<file path="src/hdl/q8bdp_pkg.sv">
// Shared types, constants and half-float helpers for the Q8_0 block dot product.
// Used by every module under hdl/; depends on nothing.
`default_nettype none
package q8bdp_pkg;

  localparam int LANES   = 8;
  localparam int BYTE_W  = 8;
  localparam int PROD_W  = 16;   // signed byte times signed byte
  localparam int TREE_W  = 19;   // sum of LANES products
  localparam int HALF_W  = 16;
  localparam int MANT_W  = 11;   // half significand with hidden bit
  localparam int EXPB_W  = 5;
  localparam int SMAG_W  = 22;   // product of two significands
  localparam int SH_W    = 7;    // signed binary point shift
  localparam int ACC_W   = 64;

  localparam logic [EXPB_W-1:0] EXP_SPECIAL = 5'h1F;
  localparam logic [EXPB_W-1:0] EXP_SUBNORM = 5'h00;
  localparam logic [EXPB_W-1:0] EXP_MAXFIN  = 5'd30;
  localparam logic [EXPB_W-1:0] EXP_MINNORM = 5'd1;
  // shift = ew + eq - 50 + 32, both exponents still biased by 25
  localparam logic [SH_W-1:0]   SHIFT_BIAS  = 7'd18;

  localparam logic [ACC_W-1:0] ACC_BIAS = {1'b1, {(ACC_W-1){1'b0}}};
  localparam logic [ACC_W-1:0] ACC_MAX  = {1'b0, {(ACC_W-1){1'b1}}};
  localparam logic [ACC_W-1:0] ACC_MIN  = {1'b1, {(ACC_W-1){1'b0}}};

  // Control carried with one chunk into the merge stage
  typedef struct packed {
    logic              first;
    logic              last;
    logic              row_end;
    logic [HALF_W-1:0] w_scale;
    logic [HALF_W-1:0] a_scale;
  } chunk_ctl_t;

  // Control carried with one closed block into the fold pipeline
  typedef struct packed {
    logic                   row_end;
    logic                   scale_neg;
    logic [SMAG_W-1:0]      scale_mag;
    logic signed [SH_W-1:0] shift;
  } blk_ctl_t;

  // Integer significand of a half; infinities and NaNs read as 65504
  function automatic logic [MANT_W-1:0] half_mant(input logic [HALF_W-1:0] h);
    logic [EXPB_W-1:0] e;
    e = h[14:10];
    if (e == EXP_SPECIAL) begin
      half_mant = {MANT_W{1'b1}};
    end else if (e == EXP_SUBNORM) begin
      half_mant = {1'b0, h[9:0]};
    end else begin
      half_mant = {1'b1, h[9:0]};
    end
  endfunction

  // Biased exponent of a half as used by the significand above
  function automatic logic [EXPB_W-1:0] half_expb(input logic [HALF_W-1:0] h);
    logic [EXPB_W-1:0] e;
    e = h[14:10];
    if (e == EXP_SPECIAL) begin
      half_expb = EXP_MAXFIN;
    end else if (e == EXP_SUBNORM) begin
      half_expb = EXP_MINNORM;
    end else begin
      half_expb = e;
    end
  endfunction

endpackage
`default_nettype wire

</file>
<file path="src/hdl/q8bdp_lane.sv">
// One multiply lane: signed byte product, registered.
// Depends on q8bdp_pkg.
`default_nettype none
module q8bdp_lane
  import q8bdp_pkg::*;
(
  input  wire logic              clk,
  input  wire logic              en,
  input  wire logic [BYTE_W-1:0] w_byte,
  input  wire logic [BYTE_W-1:0] a_byte,
  output logic      [PROD_W-1:0] prod_r
);

  logic signed [PROD_W-1:0] prod_nxt;

  assign prod_nxt = $signed(w_byte) * $signed(a_byte);

  always_ff @(posedge clk) begin
    if (en) begin
      prod_r <= prod_nxt;
    end
  end

endmodule
`default_nettype wire

</file>
<file path="src/hdl/q8bdp_merge.sv">
// Merge stage: sums the lane products, keeps the block partial sum and the
// block scale pair, and hands each closed block to the fold pipeline. Uses q8bdp_pkg.
`default_nettype none
module q8bdp_merge
  import q8bdp_pkg::*;
#(
  parameter int PSUM_W = 21
) (
  input  wire logic                    clk,
  input  wire logic                    rst_n,
  input  wire logic                    adv,
  input  wire logic                    chk_vld,
  input  wire chunk_ctl_t              chk_ctl,
  input  wire logic [LANES*PROD_W-1:0] prod_flat,
  output logic                         blk_vld_r,
  output logic signed [PSUM_W-1:0]     blk_sum_r,
  output blk_ctl_t                     blk_ctl_r
);

  logic signed [TREE_W-1:0] tree_sum;
  logic signed [PSUM_W-1:0] bpart_r;
  logic signed [PSUM_W-1:0] total;
  logic [SMAG_W-1:0]        fresh_mag;
  blk_ctl_t                 fresh_ctl;
  blk_ctl_t                 scale_r;
  blk_ctl_t                 cur_ctl;

  // adder tree over the lanes
  always_comb begin
    tree_sum = '0;
    for (int i = 0; i < LANES; i++) begin
      tree_sum = tree_sum + TREE_W'($signed(prod_flat[i*PROD_W +: PROD_W]));
    end
  end

  // partial is zero at a block's first chunk
  assign total = bpart_r + PSUM_W'(tree_sum);

  // scale pair of a block's first chunk, decoded
  assign fresh_mag = SMAG_W'(half_mant(chk_ctl.w_scale)) * SMAG_W'(half_mant(chk_ctl.a_scale));
  always_comb begin
    fresh_ctl           = '0;
    fresh_ctl.scale_neg = chk_ctl.w_scale[HALF_W-1] ^ chk_ctl.a_scale[HALF_W-1];
    fresh_ctl.scale_mag = fresh_mag;
    fresh_ctl.shift     = $signed(SH_W'(half_expb(chk_ctl.w_scale))
                        + SH_W'(half_expb(chk_ctl.a_scale)) - SHIFT_BIAS);
    cur_ctl             = chk_ctl.first ? fresh_ctl : scale_r;
    cur_ctl.row_end     = chk_ctl.row_end;
  end

  // block partial sum
  always_ff @(posedge clk) begin
    if (!rst_n) begin
      bpart_r <= '0;
    end else if (adv && chk_vld) begin
      bpart_r <= chk_ctl.last ? '0 : total;
    end
  end

  // latched scale pair
  always_ff @(posedge clk) begin
    if (adv && chk_vld && chk_ctl.first) begin
      scale_r <= fresh_ctl;
    end
  end

  // closed block out
  always_ff @(posedge clk) begin
    if (!rst_n) begin
      blk_vld_r <= 1'b0;
    end else if (adv) begin
      blk_vld_r <= chk_vld && chk_ctl.last;
    end
  end

  always_ff @(posedge clk) begin
    if (adv) begin
      blk_sum_r <= total;
      blk_ctl_r <= cur_ctl;
    end
  end

endmodule
`default_nettype wire

</file>
<file path="src/hdl/q8bdp_fold.sv">
// Fold pipeline: scales a block sum, aligns it to Q31.32, adds it to the
// saturating row accumulator and holds the row result. Uses q8bdp_pkg.
`default_nettype none
module q8bdp_fold
  import q8bdp_pkg::*;
#(
  parameter int PSUM_W = 21
) (
  input  wire logic                clk,
  input  wire logic                rst_n,
  input  wire logic                adv,
  output logic                     hold,
  input  wire logic                blk_vld,
  input  wire logic signed [PSUM_W-1:0] blk_sum,
  input  wire blk_ctl_t            blk_ctl,
  output logic                     out_vld_r,
  input  wire logic                out_rdy,
  output logic [ACC_W-1:0]         out_data_r,
  output logic                     out_flag_r
);

  localparam int MAG_W  = PSUM_W + SMAG_W;
  localparam int WIDE_W = MAG_W + (2 ** (SH_W - 1)) - 1;

  // stage 1: magnitude times scale
  logic [PSUM_W-1:0]      s_abs;
  logic                   m_vld_r;
  logic [MAG_W-1:0]       m_mag_r;
  logic                   m_neg_r;
  logic                   m_end_r;
  logic signed [SH_W-1:0] m_sh_r;

  assign s_abs = blk_sum[PSUM_W-1] ? PSUM_W'(-blk_sum) : PSUM_W'(blk_sum);

  always_ff @(posedge clk) begin
    if (!rst_n) begin
      m_vld_r <= 1'b0;
    end else if (adv) begin
      m_vld_r <= blk_vld;
    end
  end

  always_ff @(posedge clk) begin
    if (adv) begin
      m_mag_r <= MAG_W'(s_abs) * MAG_W'(blk_ctl.scale_mag);
      m_neg_r <= blk_ctl.scale_neg ^ blk_sum[PSUM_W-1];
      m_end_r <= blk_ctl.row_end;
      m_sh_r  <= blk_ctl.shift;
    end
  end

  // stage 2: align to 32 fraction bits, flag terms that do not fit
  logic [WIDE_W-1:0]      wide;
  logic [SH_W-2:0]        sh_left;
  logic [SH_W-1:0]        sh_neg;
  logic [ACC_W-1:0]       a_mag;
  logic                   a_ovf;
  logic                   t_vld_r;
  logic [ACC_W-1:0]       t_mag_r;
  logic                   t_ovf_r;
  logic                   t_neg_r;
  logic                   t_end_r;

  assign sh_left = m_sh_r[SH_W-2:0];
  assign sh_neg  = SH_W'(-m_sh_r);
  assign wide    = WIDE_W'(m_mag_r) << sh_left;

  always_comb begin
    if (!m_sh_r[SH_W-1]) begin
      a_ovf = |wide[WIDE_W-1:ACC_W];
      a_mag = wide[ACC_W-1:0];
    end else begin
      a_ovf = 1'b0;
      a_mag = ACC_W'(m_mag_r >> sh_neg);
    end
  end

  always_ff @(posedge clk) begin
    if (!rst_n) begin
      t_vld_r <= 1'b0;
    end else if (adv) begin
      t_vld_r <= m_vld_r;
    end
  end

  always_ff @(posedge clk) begin
    if (adv) begin
      t_mag_r <= a_mag;
      t_ovf_r <= a_ovf;
      t_neg_r <= m_neg_r;
      t_end_r <= m_end_r;
    end
  end

  // stage 3: saturating accumulate in offset binary
  logic [ACC_W-1:0] acc_r;
  logic             flag_r;
  logic [ACC_W-1:0] ubias;
  logic [ACC_W:0]   usum;
  logic [ACC_W-1:0] acc_nxt;
  logic             flag_nxt;

  assign ubias = acc_r ^ ACC_BIAS;
  assign usum  = {1'b0, ubias} + {1'b0, t_mag_r};

  always_comb begin
    acc_nxt  = acc_r;
    flag_nxt = flag_r;
    if (t_ovf_r) begin
      acc_nxt  = t_neg_r ? ACC_MIN : ACC_MAX;
      flag_nxt = 1'b1;
    end else if (t_mag_r != '0) begin
      if (!t_neg_r) begin
        if (usum[ACC_W]) begin
          acc_nxt  = ACC_MAX;
          flag_nxt = 1'b1;
        end else begin
          acc_nxt = usum[ACC_W-1:0] ^ ACC_BIAS;
        end
      end else begin
        if (t_mag_r > ubias) begin
          acc_nxt  = ACC_MIN;
          flag_nxt = 1'b1;
        end else begin
          acc_nxt = (ubias - t_mag_r) ^ ACC_BIAS;
        end
      end
    end
  end

  // a row result cannot leave while the previous one still waits
  assign hold = t_vld_r && t_end_r && out_vld_r && !out_rdy;

  always_ff @(posedge clk) begin
    if (!rst_n) begin
      acc_r  <= '0;
      flag_r <= 1'b0;
    end else if (adv && t_vld_r) begin
      acc_r  <= t_end_r ? '0 : acc_nxt;
      flag_r <= t_end_r ? 1'b0 : flag_nxt;
    end
  end

  // output register
  always_ff @(posedge clk) begin
    if (!rst_n) begin
      out_vld_r <= 1'b0;
    end else if (adv && t_vld_r && t_end_r) begin
      out_vld_r <= 1'b1;
    end else if (out_rdy) begin
      out_vld_r <= 1'b0;
    end
  end

  always_ff @(posedge clk) begin
    if (adv && t_vld_r && t_end_r) begin
      out_data_r <= acc_nxt;
      out_flag_r <= flag_nxt;
    end
  end

endmodule
`default_nettype wire

</file>
<file path="src/hdl/q8_block_quantized_dot_product.sv">
// Top level of the Q8_0 block dot product: input stage, eight multiply lanes,
// merge stage and fold pipeline. Depends on q8bdp_pkg, q8bdp_lane, q8bdp_merge, q8bdp_fold.
//
// Takes one beat per clock while the pipeline is not stalled: eight weight bytes
// and eight activation bytes, with the two half scales read on the first beat of
// each block of BLOCK_VALUES values. The eight lane multipliers register their
// products and the adder tree sum is registered in the merge stage; a closed block
// then passes a registered scale multiply, a registered alignment shift and the
// saturating 64-bit accumulate. The row result (Q31.32 value in out_tdata,
// saturation flag in out_tuser) is held in the output register. The whole
// pipeline stalls only while a row result waits in the output register and the
// next row-end beat reaches the accumulator.
`default_nettype none
module q8_block_quantized_dot_product
  import q8bdp_pkg::*;
#(
  parameter int BLOCK_VALUES = 32
) (
  input  wire logic         clk,
  input  wire logic         rst_n,
  input  wire logic         in_tvalid,
  output logic              in_tready,
  // [63:0] weight_bytes, [127:64] act_bytes, [143:128] weight_scale, [159:144] act_scale
  input  wire logic [159:0] in_tdata,
  input  wire logic         in_tlast,    // row_end
  output logic              out_tvalid,
  input  wire logic         out_tready,
  output logic [63:0]       out_tdata,   // [63:0] dot_value
  output logic [0:0]        out_tuser    // [0] overflowed
);

  localparam int CHUNKS = (BLOCK_VALUES + LANES - 1) / LANES;
  localparam int CNT_W  = (CHUNKS > 1) ? $clog2(CHUNKS) : 1;
  localparam int PSUM_W = $clog2(BLOCK_VALUES) + 16;

  logic                    adv;
  logic                    hold;
  logic                    in_fire;
  logic [CNT_W-1:0]        chunk_cnt_r;
  logic                    last_chunk;
  logic                    chk_vld_r;
  chunk_ctl_t              chk_ctl_r;
  logic [LANES*PROD_W-1:0] prod_flat;
  logic                    blk_vld;
  logic signed [PSUM_W-1:0] blk_sum;
  blk_ctl_t                blk_ctl;
  logic [ACC_W-1:0]        out_data;
  logic                    out_flag;

  assign adv       = !hold;
  assign in_tready = adv;
  assign in_fire   = in_tvalid && in_tready;

  // chunk position within the block
  assign last_chunk = (chunk_cnt_r == CNT_W'(CHUNKS - 1));

  always_ff @(posedge clk) begin
    if (!rst_n) begin
      chunk_cnt_r <= '0;
    end else if (in_fire) begin
      chunk_cnt_r <= (in_tlast || last_chunk) ? '0 : chunk_cnt_r + 1'b1;
    end
  end

  // input stage control
  always_ff @(posedge clk) begin
    if (!rst_n) begin
      chk_vld_r <= 1'b0;
    end else if (adv) begin
      chk_vld_r <= in_fire;
    end
  end

  always_ff @(posedge clk) begin
    if (adv) begin
      chk_ctl_r.first   <= (chunk_cnt_r == '0);
      chk_ctl_r.last    <= in_tlast || last_chunk;
      chk_ctl_r.row_end <= in_tlast;
      chk_ctl_r.w_scale <= in_tdata[143:128];
      chk_ctl_r.a_scale <= in_tdata[159:144];
    end
  end

  // multiply lanes
  for (genvar g = 0; g < LANES; g++) begin : g_lane
    q8bdp_lane u_lane (
      .clk    (clk),
      .en     (adv),
      .w_byte (in_tdata[g*BYTE_W +: BYTE_W]),
      .a_byte (in_tdata[LANES*BYTE_W + g*BYTE_W +: BYTE_W]),
      .prod_r (prod_flat[g*PROD_W +: PROD_W])
    );
  end

  q8bdp_merge #(
    .PSUM_W (PSUM_W)
  ) u_merge (
    .clk       (clk),
    .rst_n     (rst_n),
    .adv       (adv),
    .chk_vld   (chk_vld_r),
    .chk_ctl   (chk_ctl_r),
    .prod_flat (prod_flat),
    .blk_vld_r (blk_vld),
    .blk_sum_r (blk_sum),
    .blk_ctl_r (blk_ctl)
  );

  q8bdp_fold #(
    .PSUM_W (PSUM_W)
  ) u_fold (
    .clk        (clk),
    .rst_n      (rst_n),
    .adv        (adv),
    .hold       (hold),
    .blk_vld    (blk_vld),
    .blk_sum    (blk_sum),
    .blk_ctl    (blk_ctl),
    .out_vld_r  (out_tvalid),
    .out_rdy    (out_tready),
    .out_data_r (out_data),
    .out_flag_r (out_flag)
  );

  assign out_tdata = out_data;
  assign out_tuser = out_flag;

endmodule
`default_nettype wire

</file>
<file path="config.mk">
export PLATFORM = sky130hd
export DESIGN_NAME = q8_block_quantized_dot_product
export DESIGN_NICKNAME = d
export VERILOG_FILES = /design/src/hdl/q8bdp_pkg.sv /design/src/hdl/q8bdp_lane.sv /design/src/hdl/q8bdp_merge.sv /design/src/hdl/q8bdp_fold.sv /design/src/hdl/q8_block_quantized_dot_product.sv
export SDC_FILE = /design/constraint.sdc
export NUM_CORES = 2
export LEC_CHECK = 0
export BUFFER_PORTS_ARGS = -buffer_cell sky130_fd_sc_hd__buf_2
export CAP_MARGIN = 40
export CELL_PAD_IN_SITES_DETAIL_PLACEMENT = 1
export CELL_PAD_IN_SITES_GLOBAL_PLACEMENT = 1
export CORE_MARGIN = 2
export CORE_UTILIZATION = 40
export DETAILED_ROUTE_END_ITERATION = 16
export PLACE_DENSITY = 0.68
export SLEW_MARGIN = 5
export SYNTH_ARGS = -nofsm -noshare
export SYNTH_HDL_FRONTEND = slang
export SYNTH_HIERARCHICAL = 1
export SYNTH_SLANG_ARGS = --single-unit
</file>
<file path="constraint.sdc">
create_clock -name clk -period 23.8 [get_ports clk]
set_input_delay 7.14 -clock clk [delete_from_list [all_inputs] [get_ports clk]]
set_output_delay 7.14 -clock clk [all_outputs]
set_load 0.05 [all_outputs]
</file>
Word level (Yosys, flattened, before mapping)
Cells that the tools add are included.

Add/sub/neg operators: 15. Multiply operators: 10. $lt $le $gt $ge: 1. Equality and inequality tests: 3. Shifts and indexed selects: 2. Multiplexer cells: 28. Bitwise logic cells: 5. Reductions and logical operators: 18.

Operators by type and width (number): $mux 64 (8); $mul 8x8->16 (8); $shl 43x6->106 (1); $add 19x16->19 (5); $add 64x64->65 (1); $gt 64x64->1 (1); $reduce_bool 64->1 (1); $shr 43x7->64 (1); $sub 64x64->64 (1); $mux 11 (4); $mul 21x22->43 (1); $mux 21 (2); $reduce_or 42->1 (1); $mux 30 (1); $mul 11x11->22 (1); $add 21x19->21 (1); $neg 21->21 (1); $mux 5 (4); $add 17x16->18 (1); $add 16x16->17 (1); $eq 5x5->1 const B (2); $logic_not 5->1 (2); $logic_and 1x1->1 (9); $mux 1 (8); 12 further kinds (16).

Bits in registers: 522. Bits of input ports: 165. Word-level logic and storage cells: 122.

Logic depth before layout (Yosys ltp)
Word-level depth: 9. Depth in mapped cells: 33. Depth with buffers taken out: 31.

Hierarchy
Netlist, hierarchy kept.

By module, submodules not included: q8bdp_fold (instances 1, cells an instance 4649, area each 39481.6 µm², sequential area each 6886.6 µm²); q8bdp_lane (instances 8, cells an instance 300, area each 2991.6 µm², sequential area each 480.5 µm²); q8bdp_merge (instances 1, cells an instance 1087, area each 11767.5 µm², sequential area each 2902.8 µm²); q8_block_quantized_dot_product (instances 1, cells an instance 53, area each 1222.4 µm², sequential area each 1111.1 µm²).

Worst setup path after synthesis
OpenSTA, ideal clock, no wires.

Path type: input-to-output. Start: in out_tready. End: out in_tready. Arrival time: 14.172 ns. Path slack: 2.488 ns. Stages: 3. Cell sequence: nor2b_1 and3_1 inv_1.

Longest elaborated chain between the ends: 3.

Ends and longest elaborated chain: start, declared (line q8_block_quantized_dot_product.sv:27) `input wire logic out_tready,`; $logic_not 1->1 (line q8bdp_fold.sv:132) `assign hold = t_vld_r && t_end_r && out_vld_r && !out_rdy;`; $logic_and 1x1->1 (line q8bdp_fold.sv:132); named net hold (line q8_block_quantized_dot_product.sv:37) `logic hold;`; $logic_not 1->1 (line q8_block_quantized_dot_product.sv:50) `assign adv = !hold;`; end, declared (line q8_block_quantized_dot_product.sv:22) `output logic in_tready,`.

The timed path passes the listed nets, and every way through them passes these cells.

Worst setup path after layout
Ends and elaborated chain as after synthesis.

==> flow_summary.ini <==
[critical_path]
cp_slowest_cell = buf_2
reg2regPathDepth = 30
r2r_slack_ns = 13.66
crit_required_ns = 16.66
regToRegStartpoint = u_merge/blk_sum_r[7]$_DFFE_PP_
crit_fanout = 50
path_cells = buf_2, nor2b_1, and3_1, inv_8, buf_2
crit_type = in2out
cp_common_cell = buf_2
slowest_delay_ns = 0.37
crit_buf_inv = 3
cp_data_arrival_time_ns = 8.37
crit_family = buffers and inverters
start_kind = primary input
cp-end-kind = output port
rr_endpoint = u_fold/m_mag_r[41]$_DFFE_PP_

[sta]
setup-violations-final = 0
clock-skew-final_ns = 0.0486
rsz0062_at_grt = no
hold_viol = 0
fin_crit_ns = 15.51
worstMarginPinSlew_ns = 0.967
fin_tns_setup_ns = 0
slew_headroom = 0.349
fmax_ghz = 0.0645
timing.final.max_slew_violations = 0
fin_crit_sh = 0.652

[cts]
clock-sinks = 522
cts_buffer_depth = 3
cts-root-buf = clkbuf_16
ctsHoldBuffers = 0
clk_pin_slew_ns = 0.06
worstSkewPairLatency_ns = 0.72
numCtsBuffers = 68
htreeDepth = 3
cts_resized = 0
cts_tree = yes
cts_setup_buffers = 0

[yosys]
synth_compound_area_frac = 0.123
synth_seq_cells = 522
synth_top_area_frac = 0.269
synthDistinctLibCells = 116
synthCells = 8189
synthXorXnorAreaFrac = 0.0320
yosysSeqAreaShare = 0.193
yosys.area.top_type = fa_1
syn-num-nets = 9989
synth_ff_type = edfxtp_1
yosysWarnings = 6
synth.area.mux_share = 0.0410
synth_edf_count = 429
synth_simple_gate_area_frac = 0.154
async_reset_ff_frac = 0
synthTopCellsByArea = fa_1 (27%), edfxtp_1 (17%), ha_1 (10%), inv_1 (7.2%), and2_1 (4.8%)
synth_top_family_by_area = adder cells
synth.avg_cell_area_um2 = 9.33
syn_area_um2 = 76400
yosys.area_share.adder = 0.369

[drt]
num_vias = 59900
drtPass1Iterations = 5
drt_iter0_drc = 3446
ant_nets = 0
post_drt_wl_per_cell_um = 22.8
drc = 0
drt_wl_total_um = 248000
viasPerCell = 5.52

[die]
fp-row-count = 160
die_area_um2 = 195000
die-height_um = 441
top_level_ports = 232
die_w_um = 441
core_um2 = 190000
start_util = 0.402

[final_layout]
area_growth_pct = 8.95
fin_cells = 10900
drive_above_1_share = 0.0884
fillers = 21700
nNetsFinal = 10100

[min_path]
hold_start = u_merge/blk_ctl_r[30]$_DFFE_PP_
hold_end = u_fold/m_end_r$_DFFE_PP_
min_path_type = reg2reg
holdPathStages = 0

[place]
dp_cells = 10700
dp_hpwl_um = 203000
gp_congestion = 0.966
portBuffers = 231

[global_routing]
grt_pass1_wl_um = 385000
antenna_found_initial = 5
grt_max_degree = 66
gr-total-overflow = 0
grt_pass1_vias = 64900
grt_usage = 0.256

[status]
status = finished, final reports clean

[run]
max_cap_violations = 0
-- worst max-delay path by stage --
stage	from	slack, ns	to	cells past startpoint
3_3_place_gp	out_tready	8.24	in_tready	5
2_1_floorplan	out_tready	2.49	in_tready	3
3_5_place_dp	out_tready	8.22	in_tready	5
6_report	out_tready	8.29	in_tready	5
5_1_grt	out_tready	8.19	in_tready	5
4_1_cts	out_tready	8.22	in_tready	5
-- registers in the layout (all words and copies together), names as in the netlist, 2 cells and up --
name                  cells
chunk_cnt_r               2
u_merge/blk_sum_r        21
u_fold/t_mag_r           64
u_fold/out_data_r        64
u_merge/bpart_r          21
u_fold/acc_r             64
u_merge/scale_r          30
u_fold/m_sh_r             7
u_merge/blk_ctl_r        31
chk_ctl_r                35
u_fold/m_mag_r           43
g_lane.u_lane/prod_r    128
-- worst register-to-register path, delay by kind of cell, from the launching register on --
family          cells  cell delay (ns)
compound gates      6             2.16
xor+xnor            2             0.27
fa+ha+maj           8             4.11
buf+inv             6             0.80
flops               1             0.46
simple gates        8             2.10
-- area by class of cell --
cell class                 instances  area, µm²  area share
antenna                            6       15.0    0.000180
clock inverter                    44        541     0.00649
sequential                       522      14700       0.177
tap                             2511       3140      0.0377
inverter                        1467       5510      0.0662
clock buffer                      80       1840      0.0221
timing repair buffer             340       2330      0.0280
multi-input combinational       5894      55100       0.662
-- per-layer routing --
metal,share of wire,vias up,GRT usage,wire length (µm)
met3,0.037,408,0.0244,9190
li1,-,27200,-,-
met5,0,-,0,0
met1,0.43,31000,0.331,106000
met2,0.49,1323,0.438,121000
met4,0.046,0,0.107,11400
-- synthesized netlist by cell type (67+ instances only) --
cell	instances
xnor2_1	210
nor3_1	67
o21ai_0	248
xor2_1	69
inv_1	1456
edfxtp_1	429
a21oi_1	407
nor4_1	73
mux2i_1	70
ha_1	609
nand2_1	754
nor2b_1	119
mux2_2	82
nor2_1	413
fa_1	1026
and2_1	585
dfxtp_1	93
mux4_2	67
a21o_1	90
nand3_1	82
clkbuf_1	233
-- placed cells by master (no fill, tap or decap), types with 70 or more instances in the layout --
| master | n |
|---|---|
| xnor2_1 | 193 |
| fa_1 | 1026 |
| edfxtp_1 | 429 |
| o21ai_0 | 246 |
| ha_1 | 608 |
| clkbuf_16 | 72 |
| mux2_2 | 82 |
| nor2b_1 | 119 |
| mux2i_1 | 70 |
| buf_4 | 80 |
| nor2_1 | 411 |
| nor4_1 | 72 |
| a21oi_1 | 407 |
| inv_1 | 1455 |
| a21o_1 | 89 |
| buf_2 | 236 |
| and2_1 | 585 |
| dfxtp_1 | 93 |
| nand2_1 | 754 |
| nand3_1 | 82 |
-- per-stage QoR --
| step | setup slack (ns) | cell area [µm²] | util | hold WS [ns] |
|---|---|---|---|---|
| 6_report | 8.29 | 83200 | 0.438 | 0.394 |
| 5_1_grt | 8.19 | 83200 | 0.438 | 0.414 |
| 4_1_cts | 8.22 | 83200 | 0.438 | 0.392 |
| 3_5_place_dp | 8.22 | 80800 | 0.426 | 0.406 |
| 3_3_place_gp | 8.24 | 80200 | 0.422 | 0.403 |
| 2_1_floorplan | 2.49 | 76400 | - | 0.400 |
-- cell families (layout without fill, tap and decap cells) --
family,Yosys count,in the layout
flops,522,522
compound gates,1424,1424
xor+xnor,279,279
buf+inv,1773,1931
other cells,0,6
mux,219,219
fa+ha+maj,1635,1635
simple gates,2337,2337
Power is not shown: default switching activity piles up to over one toggle a cycle in this logic, so the estimate is an artifact.
